===== config.mk =====
export PLATFORM = sky130hd
export DESIGN_NAME = polygon_area_angle_qualifier
export DESIGN_NICKNAME = d
export VERILOG_FILES = /design/src/hdl/pqa_pkg.sv /design/src/hdl/pqa_mul.sv /design/src/hdl/pqa_seq.sv /design/src/hdl/polygon_area_angle_qualifier.sv
export SDC_FILE = /design/constraint.sdc
export NUM_CORES = 2
export LEC_CHECK = 0
export ABC_AREA = 1
export BUFFER_PORTS_ARGS = -buffer_cell sky130_fd_sc_hd__buf_2
export CAP_MARGIN = 15
export CORE_AREA = 2 2 490 492
export DETAILED_ROUTE_END_ITERATION = 8
export DIE_AREA = 0 0 492 494
export GPL_TIMING_DRIVEN = 1
export RECOVER_POWER = 25
export SLEW_MARGIN = 0
export SYNTH_ARGS = -nofsm -noshare
export SYNTH_HDL_FRONTEND = slang
export SYNTH_SLANG_ARGS = --single-unit
export TNS_END_PERCENT = 50

===== constraint.sdc =====
create_clock -name clock -period 13.7 [get_ports clock]
set_input_delay 0 -clock clock [delete_from_list [all_inputs] [get_ports clock]]
set_output_delay 0 -clock clock [all_outputs]
set_load 0.1 [all_outputs]

===== src/hdl/pqa_pkg.sv =====
// Shared types, constants and helpers of the polygon area and angle qualifier.
package pqa_pkg;

   localparam int COORD_BITS_DEFAULT = 24;
   localparam int DIGIT_BITS         = 8;
   localparam int DIGIT_COUNT_BITS   = 4;
   localparam int SUM_BITS           = 60;
   localparam int AREA_BITS          = 56;
   localparam int CFG_AREA_BITS      = 32;
   localparam int CFG_COS_BITS       = 16;
   localparam int COS_SHIFT          = 16;
   localparam int CSR_DATA_BITS      = 32;
   localparam int CSR_INDEX_BITS     = 1;

   localparam logic [CFG_AREA_BITS-1:0] MIN_TWICE_AREA_RESET = 32'd40960;
   localparam logic [CFG_COS_BITS-1:0]  ANGLE_COS_SQ_RESET   = 16'd63559;

   localparam logic signed [SUM_BITS-1:0] SUM_MAX = {1'b0, {(SUM_BITS-1){1'b1}}};
   localparam logic signed [SUM_BITS-1:0] SUM_MIN = {1'b1, {(SUM_BITS-1){1'b0}}};
   localparam logic [AREA_BITS-1:0]       AREA_MAX = {AREA_BITS{1'b1}};

   typedef enum logic [CSR_INDEX_BITS-1:0] {
      CSR_MIN_TWICE_AREA = 1'b0,
      CSR_ANGLE_COS_SQ   = 1'b1
   } csr_index_type;

   typedef enum logic [1:0] {
      REASON_KEPT  = 2'd0,
      REASON_AREA  = 2'd1,
      REASON_ANGLE = 2'd2
   } reason_type;

   typedef enum logic [1:0] {
      MUL_IDLE,
      MUL_RUN,
      MUL_ADD
   } mul_phase_type;

   typedef enum logic [2:0] {
      JOB_NONE,
      JOB_EDGE_IN,
      JOB_ANGLE_IN,
      JOB_EDGE_CLOSE,
      JOB_ANGLE_LAST,
      JOB_ANGLE_FIRST,
      JOB_END
   } job_type;

   typedef enum logic [3:0] {
      ST_IDLE,
      ST_DISPATCH,
      ST_SH,
      ST_SUM,
      ST_LA,
      ST_LB,
      ST_DOT,
      ST_DSQ,
      ST_LL,
      ST_RHS,
      ST_CMP,
      ST_FINISH
   } seq_state_type;

   typedef struct packed {
      logic                        start;
      logic                        clear;
      logic                        negate;
      logic [DIGIT_COUNT_BITS-1:0] digits;
   } mul_ctl_type;

   // job order for one vertex, given how many vertices came before it
   function automatic job_type next_job(input job_type job, input logic [1:0] count,
                                        input logic last);
      job_type nj;
      nj = JOB_END;
      case (job)
         JOB_NONE: begin
            if (count != 2'd0) nj = JOB_EDGE_IN;
            else if (last)     nj = JOB_EDGE_CLOSE;
         end
         JOB_EDGE_IN: begin
            if (count >= 2'd2) nj = JOB_ANGLE_IN;
            else if (last)     nj = JOB_EDGE_CLOSE;
         end
         JOB_ANGLE_IN: begin
            if (last) nj = JOB_EDGE_CLOSE;
         end
         JOB_EDGE_CLOSE: begin
            if (count != 2'd0) nj = JOB_ANGLE_LAST;
         end
         JOB_ANGLE_LAST:  nj = JOB_ANGLE_FIRST;
         default:         nj = JOB_END;
      endcase
      return nj;
   endfunction

endpackage


===== src/hdl/pqa_mul.sv =====
// Shared digit-serial multiply-accumulate unit: acc = (clear ? 0 : acc) +/- a * b.
module pqa_mul #(
   parameter int WA = 100,
   parameter int WB = 50,
   parameter int AW = 118
) (
   input  logic                 clock,
   input  logic                 reset,
   input  pqa_pkg::mul_ctl_type ctl,
   input  logic [WA-1:0]        a,
   input  logic [WB-1:0]        b,
   output logic                 done,
   output logic signed [AW-1:0] acc
);

   localparam int DG   = pqa_pkg::DIGIT_BITS;
   localparam int ND   = (WB + DG - 1) / DG;
   localparam int IW   = (ND > 1) ? $clog2(ND) : 1;
   localparam int PADW = ND * DG;

   pqa_pkg::mul_phase_type phase_ff, phase_in;

   logic [WA-1:0]        a_ff;
   logic [DG-1:0]        dig_ff [ND];
   logic [IW-1:0]        cnt_ff;
   logic [AW-1:0]        prod_ff;
   logic [AW-1:0]        prod_in;
   logic                 clear_ff;
   logic                 negate_ff;
   logic signed [AW-1:0] acc_ff;
   logic [PADW-1:0]      b_pad;
   logic [WA+DG-1:0]     part;
   logic signed [AW-1:0] addend;
   logic signed [AW-1:0] base;

   assign b_pad = PADW'(b);

   always_comb begin
      phase_in = phase_ff;
      unique case (phase_ff)
         pqa_pkg::MUL_IDLE: if (ctl.start) phase_in = pqa_pkg::MUL_RUN;
         pqa_pkg::MUL_RUN:  if (cnt_ff == '0) phase_in = pqa_pkg::MUL_ADD;
         pqa_pkg::MUL_ADD:  phase_in = pqa_pkg::MUL_IDLE;
         default:           phase_in = pqa_pkg::MUL_IDLE;
      endcase
   end

   always_comb begin
      done    = (phase_ff == pqa_pkg::MUL_ADD);
      part    = a_ff * dig_ff[cnt_ff];
      prod_in = (prod_ff << DG) + AW'(part);
      addend  = negate_ff ? -signed'(prod_ff) : signed'(prod_ff);
      base    = clear_ff ? '0 : acc_ff;
   end

   assign acc = acc_ff;

   always_ff @(posedge clock) begin
      if (reset) begin
         phase_ff <= pqa_pkg::MUL_IDLE;
      end else begin
         phase_ff <= phase_in;
      end
   end

   // most significant digit first
   always_ff @(posedge clock) begin
      unique case (phase_ff)
         pqa_pkg::MUL_IDLE: begin
            if (ctl.start) begin
               a_ff      <= a;
               for (int i = 0; i < ND; i++) dig_ff[i] <= b_pad[i*DG +: DG];
               cnt_ff    <= IW'(ctl.digits - 1'b1);
               prod_ff   <= '0;
               clear_ff  <= ctl.clear;
               negate_ff <= ctl.negate;
            end
         end
         pqa_pkg::MUL_RUN: begin
            prod_ff <= prod_in;
            cnt_ff  <= cnt_ff - 1'b1;
         end
         pqa_pkg::MUL_ADD: begin
            acc_ff <= base + addend;
         end
         default: ;
      endcase
   end

endmodule


===== src/hdl/pqa_seq.sv =====
// Vertex store, job sequencer and verdict logic around the shared multiplier.
module pqa_seq #(
   parameter int COORD_BITS = pqa_pkg::COORD_BITS_DEFAULT
) (
   input  logic                                   clock,
   input  logic                                   reset,
   input  logic                                   req_valid,
   output logic                                   req_stall,
   input  logic signed [COORD_BITS-1:0]           req_vertex_x,
   input  logic signed [COORD_BITS-1:0]           req_vertex_y,
   input  logic signed [COORD_BITS-1:0]           req_vertex_z,
   input  logic                                   req_last_vertex,
   output logic                                   rsp_valid,
   input  logic                                   rsp_stall,
   output logic                                   rsp_discard,
   output logic [1:0]                             rsp_discard_reason,
   output logic [pqa_pkg::AREA_BITS-1:0]          rsp_twice_area,
   input  logic [pqa_pkg::CFG_AREA_BITS-1:0]      min_twice_area,
   input  logic [pqa_pkg::CFG_COS_BITS-1:0]       angle_cos_sq
);

   localparam int C    = COORD_BITS;
   localparam int L    = 2 * C + 2;
   localparam int WA   = 2 * L;
   localparam int AW   = 2 * L + 18;
   localparam int DG   = pqa_pkg::DIGIT_BITS;
   localparam int SW   = pqa_pkg::SUM_BITS;
   localparam int NDC  = (C + DG - 1) / DG;
   localparam int NDL  = (L + DG - 1) / DG;
   localparam int NDK  = pqa_pkg::CFG_COS_BITS / DG;
   localparam int DCW  = pqa_pkg::DIGIT_COUNT_BITS;

   pqa_pkg::seq_state_type state_ff, state_in;
   pqa_pkg::job_type       job_ff, nj;
   pqa_pkg::mul_ctl_type   mctl;

   logic              issued_ff, issued_in;
   logic [1:0]        comp_ff, comp_in;
   logic [1:0]        count_ff;
   logic              last_ff;
   logic              sharp_ff;
   logic signed [SW-1:0] sum_ff;

   logic signed [C-1:0] cur_ff    [3];
   logic signed [C-1:0] first_ff  [3];
   logic signed [C-1:0] second_ff [3];
   logic signed [C-1:0] prev_ff   [3];
   logic signed [C-1:0] bprev_ff  [3];

   logic [L-1:0]   la_ff, lb_ff;
   logic [2*L-1:0] dsq_ff;

   logic                           rsp_valid_ff;
   logic                           rsp_discard_ff;
   logic [1:0]                     rsp_reason_ff;
   logic [pqa_pkg::AREA_BITS-1:0]  rsp_area_ff;

   logic [WA-1:0]        mul_a;
   logic [L-1:0]         mul_b;
   logic                 mul_done;
   logic signed [AW-1:0] acc;

   logic signed [C-1:0] p_sel [3];
   logic signed [C-1:0] c_sel [3];
   logic signed [C-1:0] n_sel [3];
   logic signed [C-1:0] ep    [3];
   logic signed [C-1:0] eq    [3];

   logic signed [C:0] da, db, uu, vv;
   logic [C-1:0]      da_mag, db_mag, u_mag, v_mag;
   logic              sh_neg;
   logic              step_done;
   logic              dot_pos;
   logic              accept;
   logic              rsp_free;

   logic signed [SW-1:0]  term_c;
   logic signed [SW:0]    sum_wide;
   logic signed [SW-1:0]  sum_new;
   logic [SW-1:0]         area_mag;
   pqa_pkg::reason_type   reason;
   logic [2*L+15:0]       lhs;
   logic                  sharp_now;

   pqa_mul #(.WA(WA), .WB(L), .AW(AW)) u_mul (
      .clock (clock),
      .reset (reset),
      .ctl   (mctl),
      .a     (mul_a),
      .b     (mul_b),
      .done  (mul_done),
      .acc   (acc)
   );

   assign accept    = (state_ff == pqa_pkg::ST_IDLE) && req_valid;
   assign step_done = issued_ff && mul_done;
   assign dot_pos   = !acc[AW-1] && (acc != '0);
   assign rsp_free  = !rsp_valid_ff || !rsp_stall;
   assign nj        = pqa_pkg::next_job(job_ff, count_ff, last_ff);

   // vertex triple of the angle job, and the two ends of the edge job
   always_comb begin
      p_sel = bprev_ff;
      c_sel = prev_ff;
      n_sel = cur_ff;
      case (job_ff)
         pqa_pkg::JOB_ANGLE_LAST: begin
            p_sel = prev_ff;
            c_sel = cur_ff;
            n_sel = first_ff;
         end
         pqa_pkg::JOB_ANGLE_FIRST: begin
            p_sel = cur_ff;
            c_sel = first_ff;
            n_sel = (count_ff >= 2'd2) ? second_ff : cur_ff;
         end
         default: ;
      endcase
      ep = prev_ff;
      eq = cur_ff;
      if (job_ff == pqa_pkg::JOB_EDGE_CLOSE) begin
         ep = cur_ff;
         eq = first_ff;
      end
   end

   always_comb begin
      da     = {p_sel[comp_ff][C-1], p_sel[comp_ff]} - {c_sel[comp_ff][C-1], c_sel[comp_ff]};
      db     = {n_sel[comp_ff][C-1], n_sel[comp_ff]} - {c_sel[comp_ff][C-1], c_sel[comp_ff]};
      da_mag = da[C] ? C'(-da) : C'(da);
      db_mag = db[C] ? C'(-db) : C'(db);
      // term = px*qy - qx*py
      if (comp_ff == 2'd0) begin
         uu = {ep[0][C-1], ep[0]};
         vv = {eq[1][C-1], eq[1]};
      end else begin
         uu = {eq[0][C-1], eq[0]};
         vv = {ep[1][C-1], ep[1]};
      end
      u_mag  = uu[C] ? C'(-uu) : C'(uu);
      v_mag  = vv[C] ? C'(-vv) : C'(vv);
      sh_neg = uu[C] ^ vv[C] ^ (comp_ff != 2'd0);
   end

   // shoelace term and running sum, both clamped to the signed sum range
   always_comb begin
      if (!acc[AW-1] && (acc > {{(AW-SW){1'b0}}, pqa_pkg::SUM_MAX}))
         term_c = pqa_pkg::SUM_MAX;
      else if (acc[AW-1] && (acc < {{(AW-SW){1'b1}}, pqa_pkg::SUM_MIN}))
         term_c = pqa_pkg::SUM_MIN;
      else
         term_c = acc[SW-1:0];
      sum_wide = {sum_ff[SW-1], sum_ff} + {term_c[SW-1], term_c};
      if (sum_wide[SW] != sum_wide[SW-1])
         sum_new = sum_wide[SW] ? pqa_pkg::SUM_MIN : pqa_pkg::SUM_MAX;
      else
         sum_new = sum_wide[SW-1:0];
   end

   always_comb begin
      area_mag  = sum_ff[SW-1] ? SW'(-sum_ff) : SW'(sum_ff);
      lhs       = {dsq_ff, {pqa_pkg::COS_SHIFT{1'b0}}};
      sharp_now = lhs > acc[2*L+15:0];
      if (area_mag < SW'(min_twice_area)) reason = pqa_pkg::REASON_AREA;
      else if (sharp_ff)                  reason = pqa_pkg::REASON_ANGLE;
      else                                reason = pqa_pkg::REASON_KEPT;
   end

   // next state
   always_comb begin
      state_in  = state_ff;
      issued_in = issued_ff;
      comp_in   = comp_ff;
      unique case (state_ff)
         pqa_pkg::ST_IDLE:     if (req_valid) state_in = pqa_pkg::ST_DISPATCH;
         pqa_pkg::ST_DISPATCH: begin
            case (nj) inside
               pqa_pkg::JOB_EDGE_IN, pqa_pkg::JOB_EDGE_CLOSE: state_in = pqa_pkg::ST_SH;
               pqa_pkg::JOB_ANGLE_IN, pqa_pkg::JOB_ANGLE_LAST,
               pqa_pkg::JOB_ANGLE_FIRST:                      state_in = pqa_pkg::ST_LA;
               default: state_in = last_ff ? pqa_pkg::ST_FINISH : pqa_pkg::ST_IDLE;
            endcase
         end
         pqa_pkg::ST_SH:  if (step_done && comp_ff == 2'd1) state_in = pqa_pkg::ST_SUM;
         pqa_pkg::ST_SUM: state_in = pqa_pkg::ST_DISPATCH;
         pqa_pkg::ST_LA:  if (step_done && comp_ff == 2'd2) state_in = pqa_pkg::ST_LB;
         pqa_pkg::ST_LB:  if (step_done && comp_ff == 2'd2) state_in = pqa_pkg::ST_DOT;
         pqa_pkg::ST_DOT: if (step_done && comp_ff == 2'd2) state_in = pqa_pkg::ST_DSQ;
         pqa_pkg::ST_DSQ: begin
            if (!issued_ff && !dot_pos) state_in = pqa_pkg::ST_DISPATCH;
            else if (step_done)         state_in = pqa_pkg::ST_LL;
         end
         pqa_pkg::ST_LL:     if (step_done) state_in = pqa_pkg::ST_RHS;
         pqa_pkg::ST_RHS:    if (step_done) state_in = pqa_pkg::ST_CMP;
         pqa_pkg::ST_CMP:    state_in = pqa_pkg::ST_DISPATCH;
         pqa_pkg::ST_FINISH: if (rsp_free) state_in = pqa_pkg::ST_IDLE;
         default:            state_in = pqa_pkg::ST_IDLE;
      endcase
      if (state_in != state_ff) begin
         issued_in = 1'b0;
         comp_in   = 2'd0;
      end else if (step_done) begin
         issued_in = 1'b0;
         comp_in   = comp_ff + 2'd1;
      end else if (mctl.start) begin
         issued_in = 1'b1;
      end
   end

   // multiplier commands
   always_comb begin
      mctl  = '0;
      mul_a = '0;
      mul_b = '0;
      unique case (state_ff)
         pqa_pkg::ST_SH: begin
            mctl.start  = !issued_ff;
            mctl.clear  = (comp_ff == 2'd0);
            mctl.negate = sh_neg;
            mctl.digits = DCW'(NDC);
            mul_a       = WA'(u_mag);
            mul_b       = L'(v_mag);
         end
         pqa_pkg::ST_LA: begin
            mctl.start  = !issued_ff;
            mctl.clear  = (comp_ff == 2'd0);
            mctl.digits = DCW'(NDC);
            mul_a       = WA'(da_mag);
            mul_b       = L'(da_mag);
         end
         pqa_pkg::ST_LB: begin
            mctl.start  = !issued_ff;
            mctl.clear  = (comp_ff == 2'd0);
            mctl.digits = DCW'(NDC);
            mul_a       = WA'(db_mag);
            mul_b       = L'(db_mag);
         end
         pqa_pkg::ST_DOT: begin
            mctl.start  = !issued_ff;
            mctl.clear  = (comp_ff == 2'd0);
            mctl.negate = da[C] ^ db[C];
            mctl.digits = DCW'(NDC);
            mul_a       = WA'(da_mag);
            mul_b       = L'(db_mag);
         end
         pqa_pkg::ST_DSQ: begin
            mctl.start  = !issued_ff && dot_pos;
            mctl.clear  = 1'b1;
            mctl.digits = DCW'(NDL);
            mul_a       = WA'(acc[L-1:0]);
            mul_b       = acc[L-1:0];
         end
         pqa_pkg::ST_LL: begin
            mctl.start  = !issued_ff;
            mctl.clear  = 1'b1;
            mctl.digits = DCW'(NDL);
            mul_a       = WA'(la_ff);
            mul_b       = lb_ff;
         end
         pqa_pkg::ST_RHS: begin
            mctl.start  = !issued_ff;
            mctl.clear  = 1'b1;
            mctl.digits = DCW'(NDK);
            mul_a       = acc[WA-1:0];
            mul_b       = L'(angle_cos_sq);
         end
         default: ;
      endcase
   end

   assign req_stall          = (state_ff != pqa_pkg::ST_IDLE);
   assign rsp_valid          = rsp_valid_ff;
   assign rsp_discard        = rsp_discard_ff;
   assign rsp_discard_reason = rsp_reason_ff;
   assign rsp_twice_area     = rsp_area_ff;

   always_ff @(posedge clock) begin
      if (reset) begin
         state_ff     <= pqa_pkg::ST_IDLE;
         issued_ff    <= 1'b0;
         comp_ff      <= 2'd0;
         job_ff       <= pqa_pkg::JOB_NONE;
         count_ff     <= 2'd0;
         sharp_ff     <= 1'b0;
         sum_ff       <= '0;
         rsp_valid_ff <= 1'b0;
         last_ff      <= 1'b0;
      end else begin
         state_ff  <= state_in;
         issued_ff <= issued_in;
         comp_ff   <= comp_in;
         if (accept) begin
            last_ff <= req_last_vertex;
            job_ff  <= pqa_pkg::JOB_NONE;
         end
         if (state_ff == pqa_pkg::ST_DISPATCH) begin
            job_ff <= nj;
            if (nj == pqa_pkg::JOB_END && !last_ff && count_ff != 2'd3)
               count_ff <= count_ff + 2'd1;
         end
         if (state_ff == pqa_pkg::ST_SUM) sum_ff <= sum_new;
         if (state_ff == pqa_pkg::ST_CMP && sharp_now) sharp_ff <= 1'b1;
         if (state_ff == pqa_pkg::ST_FINISH && rsp_free) begin
            rsp_valid_ff <= 1'b1;
            sum_ff       <= '0;
            count_ff     <= 2'd0;
            sharp_ff     <= 1'b0;
         end else if (rsp_valid_ff && !rsp_stall) begin
            rsp_valid_ff <= 1'b0;
         end
      end
   end

   // payload registers
   always_ff @(posedge clock) begin
      if (accept) begin
         cur_ff[0] <= req_vertex_x;
         cur_ff[1] <= req_vertex_y;
         cur_ff[2] <= req_vertex_z;
         if (count_ff == 2'd0) begin
            first_ff[0] <= req_vertex_x;
            first_ff[1] <= req_vertex_y;
            first_ff[2] <= req_vertex_z;
         end
         if (count_ff == 2'd1) begin
            second_ff[0] <= req_vertex_x;
            second_ff[1] <= req_vertex_y;
            second_ff[2] <= req_vertex_z;
         end
      end
      if (state_ff == pqa_pkg::ST_DISPATCH && nj == pqa_pkg::JOB_END && !last_ff) begin
         bprev_ff <= prev_ff;
         prev_ff  <= cur_ff;
      end
      if (!issued_ff && comp_ff == 2'd0) begin
         if (state_ff == pqa_pkg::ST_LB)  la_ff  <= acc[L-1:0];
         if (state_ff == pqa_pkg::ST_DOT) lb_ff  <= acc[L-1:0];
         if (state_ff == pqa_pkg::ST_LL)  dsq_ff <= acc[2*L-1:0];
      end
      if (state_ff == pqa_pkg::ST_FINISH && rsp_free) begin
         rsp_discard_ff <= (reason != pqa_pkg::REASON_KEPT);
         rsp_reason_ff  <= reason;
         rsp_area_ff    <= (area_mag > SW'(pqa_pkg::AREA_MAX)) ? pqa_pkg::AREA_MAX
                                                               : area_mag[pqa_pkg::AREA_BITS-1:0];
      end
   end

endmodule


===== src/hdl/polygon_area_angle_qualifier.sv =====
// Top level: register file and vertex sequencer of the polygon area and angle qualifier.
// Each multiply on the shared 8-bit-digit unit runs in steps: issue, one per digit, add.
// Middle vertex: 2 shoelace and 9 angle multiplies of ND_C digits, 2 of ND_L and 1 of ND_K,
//   ND_C = ceil(COORD_BITS/8), ND_L = ceil((2*COORD_BITS+2)/8), ND_K = 2.
// Last vertex adds one closing edge and two wrap-around angles.
// An angle whose dot product is not positive skips dot^2, |a|^2*|b|^2 and cos.
// A verdict beat is registered in FINISH once the output is free; req_stall is high until then.
// Synchronous reset clears the sequencer, polygon state and the output; csr regs take defaults.
module polygon_area_angle_qualifier #(
   parameter int COORD_BITS = pqa_pkg::COORD_BITS_DEFAULT
) (
   input  logic                                 clock,
   input  logic                                 reset,
   input  logic                                 req_valid,
   output logic                                 req_stall,
   input  logic signed [COORD_BITS-1:0]         req_vertex_x,
   input  logic signed [COORD_BITS-1:0]         req_vertex_y,
   input  logic signed [COORD_BITS-1:0]         req_vertex_z,
   input  logic                                 req_last_vertex,
   output logic                                 rsp_valid,
   input  logic                                 rsp_stall,
   output logic                                 rsp_discard,
   output logic [1:0]                           rsp_discard_reason,
   output logic [pqa_pkg::AREA_BITS-1:0]        rsp_twice_area,
   input  logic                                 csr_we,
   input  logic [pqa_pkg::CSR_INDEX_BITS-1:0]   csr_index,
   input  logic [pqa_pkg::CSR_DATA_BITS-1:0]    csr_wdata
);

   // thresholds: twice the minimal area, and cos^2 of the minimal inner angle in Q0.16
   logic [pqa_pkg::CFG_AREA_BITS-1:0] min_area_ff;
   logic [pqa_pkg::CFG_COS_BITS-1:0]  cos_sq_ff;

   always_ff @(posedge clock) begin
      if (reset) begin
         min_area_ff <= pqa_pkg::MIN_TWICE_AREA_RESET;
         cos_sq_ff   <= pqa_pkg::ANGLE_COS_SQ_RESET;
      end else if (csr_we) begin
         unique case (pqa_pkg::csr_index_type'(csr_index))
            pqa_pkg::CSR_MIN_TWICE_AREA:
               min_area_ff <= csr_wdata[pqa_pkg::CFG_AREA_BITS-1:0];
            pqa_pkg::CSR_ANGLE_COS_SQ:
               cos_sq_ff   <= csr_wdata[pqa_pkg::CFG_COS_BITS-1:0];
            default: ;
         endcase
      end
   end

   // sequencer owns the vertex store, shoelace sum, sharp flag and the result beat
   pqa_seq #(.COORD_BITS(COORD_BITS)) u_seq (
      .clock              (clock),
      .reset              (reset),
      .req_valid          (req_valid),
      .req_stall          (req_stall),
      .req_vertex_x       (req_vertex_x),
      .req_vertex_y       (req_vertex_y),
      .req_vertex_z       (req_vertex_z),
      .req_last_vertex    (req_last_vertex),
      .rsp_valid          (rsp_valid),
      .rsp_stall          (rsp_stall),
      .rsp_discard        (rsp_discard),
      .rsp_discard_reason (rsp_discard_reason),
      .rsp_twice_area     (rsp_twice_area),
      .min_twice_area     (min_area_ff),
      .angle_cos_sq       (cos_sq_ff)
   );

endmodule


Word-level counts from Yosys, hierarchy flattened
Memories as Yosys holds them, arrays and structs flattened. A register that Yosys moved wholly into a read port is not among the register bits.
Index checks and enable logic that the tools add are counted.

storage, ports and cells
  memories kept = 1
  logic and storage cells = 229
  bits in writable memories = 56
  input port bits = 111
  bits in registers = 1,085
  output and inout port bits = 61

memories
  name                words  width  read ports  clocked after memory_dff  write ports  line           source
  u_seq.u_mul.dig_ff  7      8      1           1                         7            pqa_mul.sv:24  logic [DG-1:0] dig_ff [ND];

operators by class
  $add $sub $neg = 15
  mux-type cells = 69
  multiply operators = 1
  $lt $le $gt $ge = 7
  reductions and logical operators = 60
  equal/unequal tests = 32
  bitwise logic cells = 5

operators with widths
  kind                      number
  $pmux W100 S6             1
  $pmux W72 S2              3
  $mux W118                 3
  $mux W60                  5
  $pmux W50 S6              1
  $mux W24                  10
  $pmux W118 S2             1
  $mux W72                  3
  $bmux W24 S2              3
  $add A118 B108 Y118       1
  $add A118 B118 Y118       1
  $gt A118 B59 Y1 const B   1
  $lt A118 B118 Y1 const B  1
  $neg A118 Y118            1
  $reduce_bool A118 Y1      1
  $gt A116 B116 Y1          1
  $mul A100 B8 Y108         1
  $neg A24 Y24              4
  $add A60 B60 Y61          1
  $gt A60 B56 Y1 const B    1
  $lt A60 B32 Y1            1
  $neg A60 Y60              1
  $mux W4                   13
  $mux W25                  2
  other kinds (43)          128

Depth between registers and ports, before layout
  depth in word-level cells = 10
  depth in mapped cells = 35
  mapped depth without buffers = 33

Cells and area by module
From an unflattened synthesis, not the netlist that was laid out.

unflattened totals
  cells, all modules = 14,937
  area total of the unflattened synthesis = 109,637.7 um^2

modules (own cells, without submodules)
  module                        seq. area each (um^2)  area an instance (um^2)  instances  cells each
  pqa_mul                       11,841.4               61,959.4                 1          9,108
  pqa_seq                       20,089.3               45,761.4                 1          5,553
  polygon_area_angle_qualifier  960.9                  1,916.8                  1          276

Worst setup path before layout
No wires, ideal clock.

  path kind = register to register
  from = register u_seq.count_ff[0]
  to = register u_seq.bprev_ff[0] (netlist name) (enable)
  cell stages (with the launch flop) = 10
  data arrival time = 11.012 ns
  setup slack = 1.864 ns
  buffers on the path = 0
  clock period less this slack = 11.836 ns
  required time = 12.876 ns
  library setup time = 0.824 ns
  path through = dfxtp_1 inv_1 ha_1 inv_1 nand2_1 nor2_1 o21ai_0 o21bai_1 nand2_1 nor3_1

between the ends
  longest elaborated chain between the ends = 6
  elaborated cells between the ends (all ways) = 9
  those cells by class = order compare (1); eq/ne (1); mux (4); reduce/logical (3)

RTL lines
  what                                                       line                                         source
  start: declaration                                         pqa_seq.sv:39                                logic [1:0] count_ff;
  start signal: assignment                                   pqa_seq.sv:299                               count_ff <= count_ff + 2'd1;
  $ge A2 B2 Y1 / $reduce_bool A2 Y1 (equally long branches)  pqa_pkg.sv:82, pqa_pkg.sv:78, pqa_pkg.sv:89
  $mux W3, or another cell as far along                      pqa_pkg.sv:82                                if (count >= 2'd2) nj = JOB_ANGLE_IN;
  $pmux W3 S5 *                                              pqa_pkg.sv:76                                case (job)
  $eq A3 B3 Y1 *                                             pqa_seq.sv:331                               if (state_ff == pqa_pkg::ST_DISPATCH && nj == pqa_pkg::JOB_END && !last_ff) begin
  $logic_and A1 B1 Y1 * (2 in series)                        pqa_seq.sv:331
  end signal: assignment                                     pqa_seq.sv:332                               bprev_ff <= prev_ff;
  end: declaration                                           pqa_seq.sv:48                                logic signed [C-1:0] bprev_ff [3];

Every way passes the cells marked *; elsewhere a longest branch is shown, timed or not.
A chain may end at the register's enable or synchronous reset.

==> impl_results.md <==
* Status: complete, no violations
* Max transition margin at 3.98%
* Register area at 32900 um^2
* Multi-input gate area at 60800 um^2
* Crit path largest cell delay at 0.78 ns
* CTS root buf: clkbuf_16
* Routed wire per std cell at 25.5 um
* Ys async rst share at 0%
* WL met3 at 55.8 mm
* Max FO, Critical Path at 60
* Fin crit share at 65.2%
* Syn_nets at 14900
* CTS tree: yes
* Main flop type after synthesis: edfxtp_1
* Setup TNS at 0 ns
* Synth warn at 0
* Sequential share of the synthesized area at 31.6%
* CP max stage cell: dfxtp_1
* Synth area leader: edfxtp_1
* Full die area at 243000 um^2
* Final Skew at 0.0714 ns
* Worst Setup End Kind: flip-flop
* Nets at 15100
* Slew Limit Fails at 0
* CP required at 14.36 ns
* Vias at 99300
* Worst setup SP type: flip-flop
* WHS at 0.0719 ns
* Top-area cell type share of the netlist area at 29.1%
* Post-synth top cells: inv_1 (2383), nand2_1 (2360), nor2_1 (2199), edfxtp_1 (1010), a21oi_1 (956)
* CP arrival at 9.60 ns
* Worst Tran Pin Value at 1.43 ns
* DP Wirelength at 349 mm
* Unrepaired setup endpoints after global routing: false
* Clock Sinks at 1138
* Gr usage total at 35.2%
* Met1 wire length at 182 mm
* Rows at 179
* Vias in the first global route at 95000
* Final setup vio count at 0
* DR DRC count at 0
* Worst hold path type: in2reg
* Post-synth EDFFs at 1010
* Initial drt markers at 13200
* Share of layout cells above drive strength 1 at 3.95%
* Total wire length at 436 mm
* Final Hold Vio Count at 0
* Initial Utilization at 43.8%
* Routability Congestion at 1.12
* FF+latch count, synth at 1138
* Die X at 492 um
* Overflow after GRT at 0
* Count leader, synth: inv_1
* Total CTS buffers at 138
* Port bufs at 171
* Util after Layout at 48.5%
* # Post-CTS Setup Buffers at 0
* Drt pass-1 iters at 9
* Critical path type: reg2reg
* Max Fclk at 112 MHz
* Syn Inst Count at 13600
* First-pass GRT wire length at 634 mm
* Cell Area, Synth at 104000 um^2
* Number of routed nets with antenna violations at 0
* Core footprint at 237000 um^2
* Post-layout min period at 8.94 ns
* Post-synth cell types at 66
* Initial antenna violation count at 28
* Finished Layout Cells at 17100
* Worst-skew pair later-pin latency at 0.86 ns
* Top cells by area, synth: edfxtp_1 (29%), fa_1 (13%), inv_1 (8.6%)
* WL met2 at 181 mm
* Die height at 494 um
* Reg clk slew, reported paths at 0.07 ns
* Fillers at 24000
* Maxcap violations at 0
* Area grow syn2layout at 10.7%
* Largest net degree at the start of global routing at 145
* Top Metal Used: met5
* # placed instances at 16600
* DR vias/cell at 5.80
* Most used cell, CP: inv_1
* Resized Gates After CTS at 0
* Maximum buffer depth of the clock tree at 3
* I/O Pins at 172
* Synth Area per Inst at 7.67 um^2
* Htree depth at 4
[routing by layer]
metal  GRT usage [%]  up-vias
li1                -    44900
met1            49.6    48000
met2            51.4     5582
met3            10.3      832
met4            11.8       16
met5               0        -
[repair_timing]
action / in CTS / in global routing
hold endpoints to repair: 316 / 0
hold buffers: 220 / 0
endpoints found under the setup margin: 0 / 0
[flip-flops by register name, summed over array words and instances, names as in the netlist, 3 cells and up, named ones only]
name and cells:
u_seq.second_ff 72, u_seq.sum_ff 60, u_seq.job_ff 3, u_seq.u_mul.cnt_ff 3, u_seq.la_ff 50, u_seq.u_mul.acc 118
cos_sq_ff 16, u_seq.cur_ff 72, u_seq.u_mul.dig_ff 50, min_area_ff 32, u_seq.lb_ff 50, u_seq.dsq_ff 100
u_seq.prev_ff 72, u_seq.rsp_twice_area 56, u_seq.u_mul.a_ff 100, u_seq.u_mul.prod_ff 118, u_seq.state_ff 4, u_seq.bprev_ff 72
u_seq.first_ff 72
[layout make-up]
type	instances	share of cell area, %
Sequential cell	1138	28.5
Multi-Input combinational cell	9646	52.8
Antenna cell	5	0.0109
Clock buffer	170	3.22
Clock inverter	85	0.932
Tap cell	3167	3.44
Inverter	2409	7.86
Timing Repair Buffer	484	3.24
[final timing paths]
check,from,cells past startpoint,to,slack (ns)
max,flip-flop,28,u_seq.u_mul.prod_ff[97],4.76
min,csr_wdata[30],4,min_area_ff[30],0.07
max reg2reg,flip-flop,28,u_seq.u_mul.prod_ff[97],4.76
min reg2reg,u_seq.u_mul.acc[67],0,u_seq.dsq_ff[67],0.44
[cell usage in the layout (no fill, tap or decap), drive strengths merged, types with 70 or more instances in the layout]
cell type    synthesis  routed
buf                 98     230
xor2               276     276
dfxtp              128     128
o211ai              70      70
o221ai              93      93
nand2             2364    2364
fa                 691     691
nand4              158     158
ha                 506     506
o21ai              846     846
nor2              2213    2213
nor4               101     101
nor3               156     156
a21oi              959     959
inv               2400    2405
nand3              524     524
a221oi              98      98
clkbuf             271     204
o21bai              82      82
edfxtp            1010    1010
dlygate4sd3          0     220
xnor2               71      71
[stage by stage]
step	cell area, um^2	setup slack (ns)
floorplan	104000	1.86
global placement	108000	5.13
detailed placement	108000	5.07
CTS	115000	5.05
global route	115000	4.36
finish	115000	4.76
[cells by family (layout without fill, tap and decap cells)]
kind of cell | Yosys count | after routing | share of synthesized area (%)
compound gates | 2527 | 2527 | 14.1
xor+xnor | 347 | 347 | 2.93
fa+ha+maj | 1197 | 1197 | 19.4
buf+inv | 2778 | 3148 | 10.1
flops | 1138 | 1138 | 31.6
mux | 1 | 1 | 0.00962
other cells | 0 | 5 | 0
simple gates | 5574 | 5574 | 21.8
[critical path, delay by kind of cell (launching register included)]
| kind | cells | cell delay (ns) |
|---|---|---|
| buf+inv | 8 | 2.05 |
| simple gates | 11 | 2.28 |
| compound gates | 4 | 1.05 |
| flops | 1 | 0.78 |
| fa+ha+maj | 5 | 2.54 |
Power is left out: the tool's default activity adds up to more than one toggle a clock period on the data nets, which glitch-free logic cannot reach.
